$ cat config.mk
export PLATFORM = sky130hd
export DESIGN_NAME = lbp_queue
export DESIGN_NICKNAME = d
export VERILOG_FILES = /design/src/design/lbp_pkg.sv /design/src/design/lbp_queue.sv
export SDC_FILE = /design/constraint.sdc
export NUM_CORES = 1
export LEC_CHECK = 0
export BUFFER_PORTS_ARGS = -buffer_cell sky130_fd_sc_hd__buf_2
export CAP_MARGIN = 20
export CORE_MARGIN = 8
export CORE_UTILIZATION = 30
export DETAILED_ROUTE_END_ITERATION = 8
export SLEW_MARGIN = 15
export SYNTH_ARGS = -nofsm -noshare
export SYNTH_HDL_FRONTEND = slang
export SYNTH_SLANG_ARGS = --single-unit
$ cat constraint.sdc
create_clock -name i_clk -period 2.3 [get_ports i_clk]
set_input_delay 0.345 -clock i_clk [delete_from_list [all_inputs] [get_ports i_clk]]
set_output_delay 0.345 -clock i_clk [all_outputs]
set_load 0.01 [all_outputs]
$ cat src/design/lbp_pkg.sv
// Package of the LBP histogram block: constants, types and the code function.
`default_nettype none
package lbp_pkg;
    localparam int unsigned LBP_MAX_WIDTH  = 1024;
    localparam int unsigned LBP_MAX_HEIGHT = 1024;
    localparam int unsigned LBP_BIN_COUNT  = 256;
    localparam int unsigned CFG_W   = 11;
    localparam int unsigned COUNT_W = 21;
    localparam int unsigned QDEPTH  = 4;

    typedef enum logic [1:0] {
        OP_PIXEL = 2'd0,
        OP_DRAIN = 2'd1,
        OP_READ  = 2'd2,
        OP_NONE  = 2'd3
    } t_op;

    typedef enum logic {
        REG_WIDTH  = 1'b0,
        REG_HEIGHT = 1'b1
    } t_reg;

    typedef enum logic {
        KIND_CODE  = 1'b0,
        KIND_COUNT = 1'b1
    } t_kind;

    // One word handed from the front to the back: up to two codes or a bin read.
    typedef struct packed {
        logic       rd;
        logic [7:0] bin;
        logic       v0;
        logic [7:0] c0;
        logic       e0;
        logic       v1;
        logic [7:0] c1;
        logic       e1;
    } t_job;

    // win: 9 pixels, index row*3+col. Flags give side validity.
    function automatic logic [7:0] lbp_code(input logic [8:0][7:0] win, input int k,
                                            input logic lv, input logic rv,
                                            input logic tv, input logic bv);
        logic [7:0] c;
        logic [7:0] ctr;
        c   = '0;
        ctr = win[3+k];
        if (lv && tv && k >= 1 && win[k-1] >= ctr) c[0] = 1'b1;
        if (tv && win[k] >= ctr) c[1] = 1'b1;
        if (rv && tv && k <= 1 && win[k+1] >= ctr) c[2] = 1'b1;
        if (rv && k <= 1 && win[4+k] >= ctr) c[3] = 1'b1;
        if (rv && bv && k <= 1 && win[7+k] >= ctr) c[4] = 1'b1;
        if (bv && win[6+k] >= ctr) c[5] = 1'b1;
        if (lv && bv && k >= 1 && win[5+k] >= ctr) c[6] = 1'b1;
        if (lv && k >= 1 && win[2+k] >= ctr) c[7] = 1'b1;
        return c;
    endfunction
endpackage
`default_nettype wire

$ cat src/design/lbp_queue.sv
// Short job queue between the front and the back parts.
`default_nettype none
module lbp_queue
    import lbp_pkg::*;
(
    input  wire logic i_clk,
    input  wire logic i_rst_n,
    input  wire logic i_push,
    input  t_job      i_job,
    output logic      o_space,
    output logic      o_valid,
    output t_job      o_job,
    input  wire logic i_pop
);
    localparam int unsigned QA = $clog2(QDEPTH);
    t_job r_q[QDEPTH];
    logic [QA-1:0] r_wp, r_rp;
    logic [QA:0]   r_cnt;

    // Input is held off once two words wait, leaving room for the word
    // still in the front pipeline.
    assign o_space = r_cnt <= (QA+1)'(QDEPTH - 3);
    assign o_valid = r_cnt != '0;
    assign o_job   = r_q[r_rp];

    always_ff @(posedge i_clk) begin
        if (i_push) r_q[r_wp] <= i_job;
    end

    always_ff @(posedge i_clk) begin
        if (!i_rst_n) begin
            r_wp <= '0; r_rp <= '0; r_cnt <= '0;
        end else begin
            if (i_push) r_wp <= r_wp + 1'b1;
            if (i_pop)  r_rp <= r_rp + 1'b1;
            r_cnt <= r_cnt + (QA+1)'(i_push) - (QA+1)'(i_pop);
        end
    end
endmodule
`default_nettype wire

==> out/results.tsv, run 1 <==
stage	metric	value	unit
outcome	outcome	finished clean	
cts	Max Buffers Root-to-Sink	2	
setup_path	CP max stage delay	600	ps
routing	average wire per standard cell	17.9	um
cts	post-cts sizing count	0	
yosys	synthesis warning total	0	
setup_path	Reg-to-Reg Start	r_wp[0]	
power_and_ir_drop	clock group share of total power	0.434	
die	Top Ports	64	
power_and_ir_drop	VDD IR max	0.000611	V
cts	H-Tree Depth	4	
placement	Placed Area	5240	um^2
setup_path	FF-to-FF End	r_q[2][24]	
cts	Clock transition at path regs	60	ps
setup_path	CP Data Arrival Time	1800	ps
routing	Via density	4.48	
setup_path	crit-path cells	buf_4, mux4_1, buf_2	
cts	hold buffers post-CTS	0	
power_and_ir_drop	Leak	0.00200	uW
finish	Area Growth Syn to Fin	24.4	%
placement	GPL Wtd Cong	0.678	
sta	final count of pins violating max slew	0	
grt	initial antenna violation count	1	
sta	Final Setup Violations	0	
sta	Max-slew headroom	0.436	
cts	clk root buf	clkbuf_16	
setup_path	Worst R2R Path Depth	3	
sta	Worst Skew	4.96	ps
routing	drt first pass iters	4	
hold_path	hold path cells	2	
cts	total CTS buffers	17	
setup_path	Crit Path Class	reg -> out	
hold_path	Min-Delay Path Class	in -> reg	
finish	final instance area	5790	um^2
sta	setup tns final	0	ps
power_and_ir_drop	Switching Power	1240	uW
sta	Tcrit/Tclk final	0.932	
routing	vias	2151	
job	maxcap violations	0	
power_and_ir_drop	switching part of the total	0.218	
hold_path	WHS Endpoint	r_cnt[0]	
setup_path	Crit Path Max Fanout	16	
cts	CTS tree	done	
grt	grt ovf	0	
sta	Least-Margin Pin Slew	846	ps
die	Core Area	15200	um^2
routing	Post-DRT Antenna Nets	0	
hold_path	min-delay src	i_rst_n	
die	initial core utilization	0.306	
yosys	Syn Area/Cell	23.4	um^2
setup_path	critical path startpoint category	register	
yosys	Synth area leader	edfxtp_1	
setup_path	CP bufs+invs	2	
yosys	Cells after Synth	199	
power_and_ir_drop	P per Cell Area	985	nW/um^2
power_and_ir_drop	total power	5700	uW
setup_path	R2R Setup Slk	640	ps
power_and_ir_drop	Comb pwr share	0.099	
cts	clock sinks	125	
finish	Post-layout nets	322	
yosys	synthesized flop and latch total	125	
sta	worst hold-check slack	154	ps
routing	wirelength, routed	8590	um
finish	Inserted Diodes	0	
yosys	post-synthesis sequential area ratio	0.787	
setup_path	Worst setup EP type	output port	
yosys	Yosys top cell area share	0.748	
yosys	ranking of synthesized cells by area	edfxtp_1 75%, mux4_2 14%, dfxtp_1 3.9%	
yosys	cell area after synthesis	4660	um^2
sta	Hold Fails Final Rpt	0	
setup_path	WP data required	1960	ps
sta	fmax	466	MHz
setup_path	Crit path max-delay family	multiplexers	
grt	first-pass GRT wire length	13500	um
finish	layout cells sized above 1	0.455	
finish	number of fill cells in the layout	1419	
die	Die ar.	19800	um^2
cts	Setup Buffers After CTS	0	
setup_path	Critical-path top delay cell	mux4_1	
die	Die W	141	um
grt	vias in the first global route	2428	
grt	GRT Total Usage	0.0935	
routing	DRC	0	
placement	Buffers on Ports	63	
die	Std-Cell Rows	45	
sta	unrepaired setup endpoints after global routing	false	
die	chip height	141	um
finish	Post-Route Utilization	0.381	
routing	DRT iter0 DRCs	62	
yosys	Net Count, Synth	241	
grt	largest net degree at the start of global routing	30	
sta	minimum clock period	2140	ps
power_and_ir_drop	Int Power	4460	uW
placement	post-DP HPWL	5460	um
power_and_ir_drop	Seq pwr share	0.467	
yosys	Yosys cell types	21	
cts	clk_lat worst skew	410	ps
power by group through the flow:
stage                     clock [uW]  sequential, uW  combinational [uW]
after global routing            2630            2680                 633
final                           2470            2670                 565
after global placement             0            2700                 571
after detailed placement           0            2710                 587
after floorplan                    0            2690                 371
after CTS                       2540            2670                 589
flip-flops by register name (all words and copies together) (netlist names), named ones only:
name	count
r_cnt	3
r_q	116
r_rp	2
r_wp	2
worst max-delay path by stage:
stage                   from   endpoint  slack, ps  cells after the start
global placement    register   o_job[5]        560                      3
finish              register   o_job[5]        160                      3
CTS                 register   o_job[5]         90                      3
global route        register   o_job[5]         60                      3
detailed placement  register   o_job[5]        540                      3
floorplan            r_wp[0]  r_q[2][0]        650                      3
layer usage:
| layer | vias to the layer above | GRT usage | part of all wire |
|---|---|---|---|
| met2 | 51 | 0.154 | 0.50 |
| li1 | 979 | - | - |
| met3 | 14 | 0.0385 | 0.054 |
| met1 | 1105 | 0.105 | 0.43 |
| met5 | - | 0 | 0.0012 |
| met4 | 2 | 0.0424 | 0.014 |
cell families after synthesis:
family | Yosys count | share of synthesized area
and+or+nand+nor | 15 | 0.0156
xor gates and xnor gates | 3 | 0.00564
AOI/OAI and AO/OA | 3 | 0.00511
adders and majority gates | 9 | 0.0258
buffers and inverters | 14 | 0.0177
muxes | 30 | 0.143
DFF | 125 | 0.787
cells in the mapped netlist:
library cell  number
buf_12             1
xnor2_1            3
a21bo_2            1
fa_1               1
nand3b_1           1
mux4_2            28
inv_1              8
buf_4              1
mux2i_1            1
mux4_1             1
a21oi_1            1
ha_1               8
buf_2              2
nor2_1             7
edfxtp_1         116
buf_6              1
nand2_1            2
clkbuf_1           1
and2_1             5
dfxtp_1            9
a22o_1             1
cells in the final DEF (no fill, tap or decap), types with 4 or more instances in the layout:
cell type  instances
edfxtp_1         116
dfxtp_1            7
ha_1               8
buf_2             63
clkinv_2           7
and2_2             4
mux4_2            28
inv_1              8
nor2_1             7
clkbuf_16         17
through the flow:
stage / setup slack [ps] / cells
6_report: 156 / 480
2_1_floorplan: 647 / 199
3_3_place_gp: 559 / 449
5_1_grt: 56.8 / 480
3_5_place_dp: 538 / 449
4_1_cts: 86.4 / 480
layout make-up:
| type | count | area, um^2 | area share |
|---|---|---|---|
| clock buffers | 18 | 429 | 0.0741 |
| clock inverters | 13 | 126 | 0.0218 |
| inverters | 8 | 30.0 | 0.00518 |
| multi-input cells | 60 | 915 | 0.158 |
| flip-flops and latches | 125 | 3670 | 0.633 |
| well taps | 188 | 235 | 0.0406 |
| repair buffers | 68 | 390 | 0.0674 |
Note: power is estimated with default switching activity, not from simulation.
==> run 2, diff against run 1 <==
--- a/config.mk
+++ b/config.mk
@@ -8,7 +8,7 @@
 export BUFFER_PORTS_ARGS = -buffer_cell sky130_fd_sc_hd__buf_2
 export CAP_MARGIN = 20
 export CORE_MARGIN = 8
-export CORE_UTILIZATION = 30
+export CORE_UTILIZATION = 35
 export DETAILED_ROUTE_END_ITERATION = 8
 export SLEW_MARGIN = 15
 export SYNTH_ARGS = -nofsm -noshare
==> run 2 against run 1 <==
Against the previous run:
- die area down 13%
- cell area decreased by 0.17%
- count of clock-buffer cells in the layout rose by 4
- flip-flop and latch count unchanged
- wire length down 1.1%
- power fell by 2.4%
- combinational power grew 3%
- critical path type unchanged
- largest power group unchanged
- highest routed layer unchanged
==> out/results.tsv, run 2 (synthesized netlist as in run 1, its figures left out) <==
stage	metric	value	unit	change
outcome	outcome	finished clean		
die	Die W	131	um	-6.6%
sta	setup tns final	0	ps	unchanged
setup_path	Reg-to-Reg Start	r_cnt[0]		
placement	Post-Place Setup Slack	489	ps	-48.7 ps
setup_path	Crit Path Max Fanout	17		+1
cts	clk root buf	clkbuf_16		
routing	vias	2179		+1.3%
finish	layout cells sized above 1	0.441		-0.0144
cts	clock sinks	125		unchanged
finish	most frequent cells in the layout	116 x edfxtp_1, 63 x buf_2, 28 x mux4_2, 17 x clkbuf_16		
cts	clk_lat worst skew	410	ps	about the same
grt	grt ovf	0		unchanged
grt	GRT Total Usage	0.104		+0.0106
finish	leading registers by flop count	r_q x116, r_cnt x3		
power_and_ir_drop	VDD IR max	0.000518	V	-15%
job	maxcap violations	0		unchanged
die	Top Ports	64		unchanged
routing	Post-DRT Antenna Nets	0		unchanged
sta	worst hold-check slack	154	ps	-0.283 ps
cts	Setup Buffers After CTS	0		unchanged
setup_path	Crit Path Class	reg -> out		
setup_path	critical path startpoint category	register		
placement	Buffers on Ports	63		unchanged
cts	CTS tree	done		
die	initial core utilization	0.354		+0.0481
power_and_ir_drop	P per Cell Area	963	nW/um^2	-2.2%
cts	post-cts sizing count	0		unchanged
setup_path	Worst R2R Path Depth	8		+5
setup_path	FF-to-FF End	r_cnt[2]		
die	chip height	131	um	-6.6%
hold_path	Min-Delay Path Class	in -> reg		
grt	vias in the first global route	2449		+0.86%
sta	unrepaired setup endpoints after global routing	false		
sta	Worst Skew	5.09	ps	+0.130 ps
die	Die ar.	17200	um^2	-13%
finish	Inserted Diodes	0		unchanged
sta	Least-Margin Pin Slew	497	ps	-349 ps
setup_path	WP data required	1960	ps	about the same
routing	DRT iter0 DRCs	128		+110%
sta	Final WS setup	101	ps	-54.7 ps
sta	Final Setup Violations	0		unchanged
sta	final count of pins violating max slew	0		unchanged
sta	Tcrit/Tclk final	0.956		+0.0238
setup_path	Worst setup EP type	output port		
finish	Post-Route Utilization	0.440		+0.0591
routing	wirelength, routed	8500	um	-1.1%
placement	GPL Wtd Cong	0.646		-4.7%
setup_path	CP Capture Point	o_job[5]		
placement	post-DP HPWL	5340	um	-2.1%
grt	first-pass GRT wire length	13400	um	-1.0%
finish	max reg flops	116		unchanged
cts	Clock transition at path regs	50	ps	about the same
cts	total CTS buffers	17		unchanged
cts	hold buffers post-CTS	0		unchanged
sta	minimum clock period	2200	ps	+54.7 ps
sta	fmax	455	MHz	-2.5%
routing	drt first pass iters	4		unchanged
power_and_ir_drop	Leak	0.00201	uW	+0.46%
sta	Hold Fails Final Rpt	0		unchanged
grt	initial antenna violation count	2		+1
power_and_ir_drop	total power	5570	uW	-2.4%
cts	Max Buffers Root-to-Sink	2		unchanged
routing	Via density	4.61		+2.8%
routing	average wire per standard cell	18.0	um	+0.39%
die	Std-Cell Rows	42		-6.7%
finish	Area Growth Syn to Fin	24.2	%	
setup_path	R2R Setup Slk	670	ps	+30 ps
routing	DRC	0		unchanged
finish	most common cell after layout, fill and taps aside	edfxtp_1		
setup_path	CP Data Arrival Time	1850	ps	+50 ps
finish	Post-layout nets	326		+1.2%
sta	Max-slew headroom	0.669		+0.233
finish	Biggest register	r_q		
cts	H-Tree Depth	4		unchanged
grt	largest net degree at the start of global routing	30		unchanged
die	Core Area	13100	um^2	-14%
[run 2: cell types whose count changed in the layout (fill, tap and decap cells not counted), sizes merged]
cell	delta
buf	+4
bufinv	-1
clkinvlp	-2
clkbuf	+4
[run 2: worst min path at each step]
stage	slack (ps)	cells after the start	end	startpoint
6_report	150	1	r_q[1][4]	i_job[4]
5_1_grt	140	1	r_q[2][4]	i_job[4]
4_1_cts	130	1	r_q[1][28]	i_job[28]
3_5_place_dp	530	2	register	r_rp[0]
3_3_place_gp	510	2	register	r_rp[0]
2_1_floorplan	440	0	r_q[0][0]	i_job[0]
[run 2: final cells by class]
| cell class | instances | area [um^2] |
|---|---|---|
| Timing Repair Buffer | 72 | 433 |
| Clock buffer | 22 | 444 |
| Sequential cell | 125 | 3670 |
| Multi-Input combinational cell | 60 | 915 |
| Inverter | 8 | 30.0 |
| Clock inverter | 10 | 73.8 |
| Tap cell | 176 | 220 |
| Fill cell | 1185 | 7360 |
[run 2: worst max-delay path, stage by stage (launching register included)]
cell and delay (ps):
dfxtp_2 480, buf_12 240, mux4_1 570, buf_2 160
[run 2: per-stage QoR]
step / instances / instance area [um^2]
final: 473 / 5780
after global routing: 473 / 5780
after CTS: 473 / 5780
after detailed placement: 441 / 5260
after global placement: 441 / 5260
after floorplan: 199 / 4660
[run 2: per-layer routing]
metal | routed length (um) | global-route usage
met1 | 3620 | 0.119
met5 | 23 | 0
met2 | 4220 | 0.164
met4 | 143 | 0.0498
met3 | 492 | 0.0476
[run 2: power breakdown]
group	switching, uW	leakage, uW	internal, uW	total, uW
Clock	859	0.000254	1460	2320
Combinational	298	0.000620	287	584
Sequential	48.0	0.00114	2620	2670
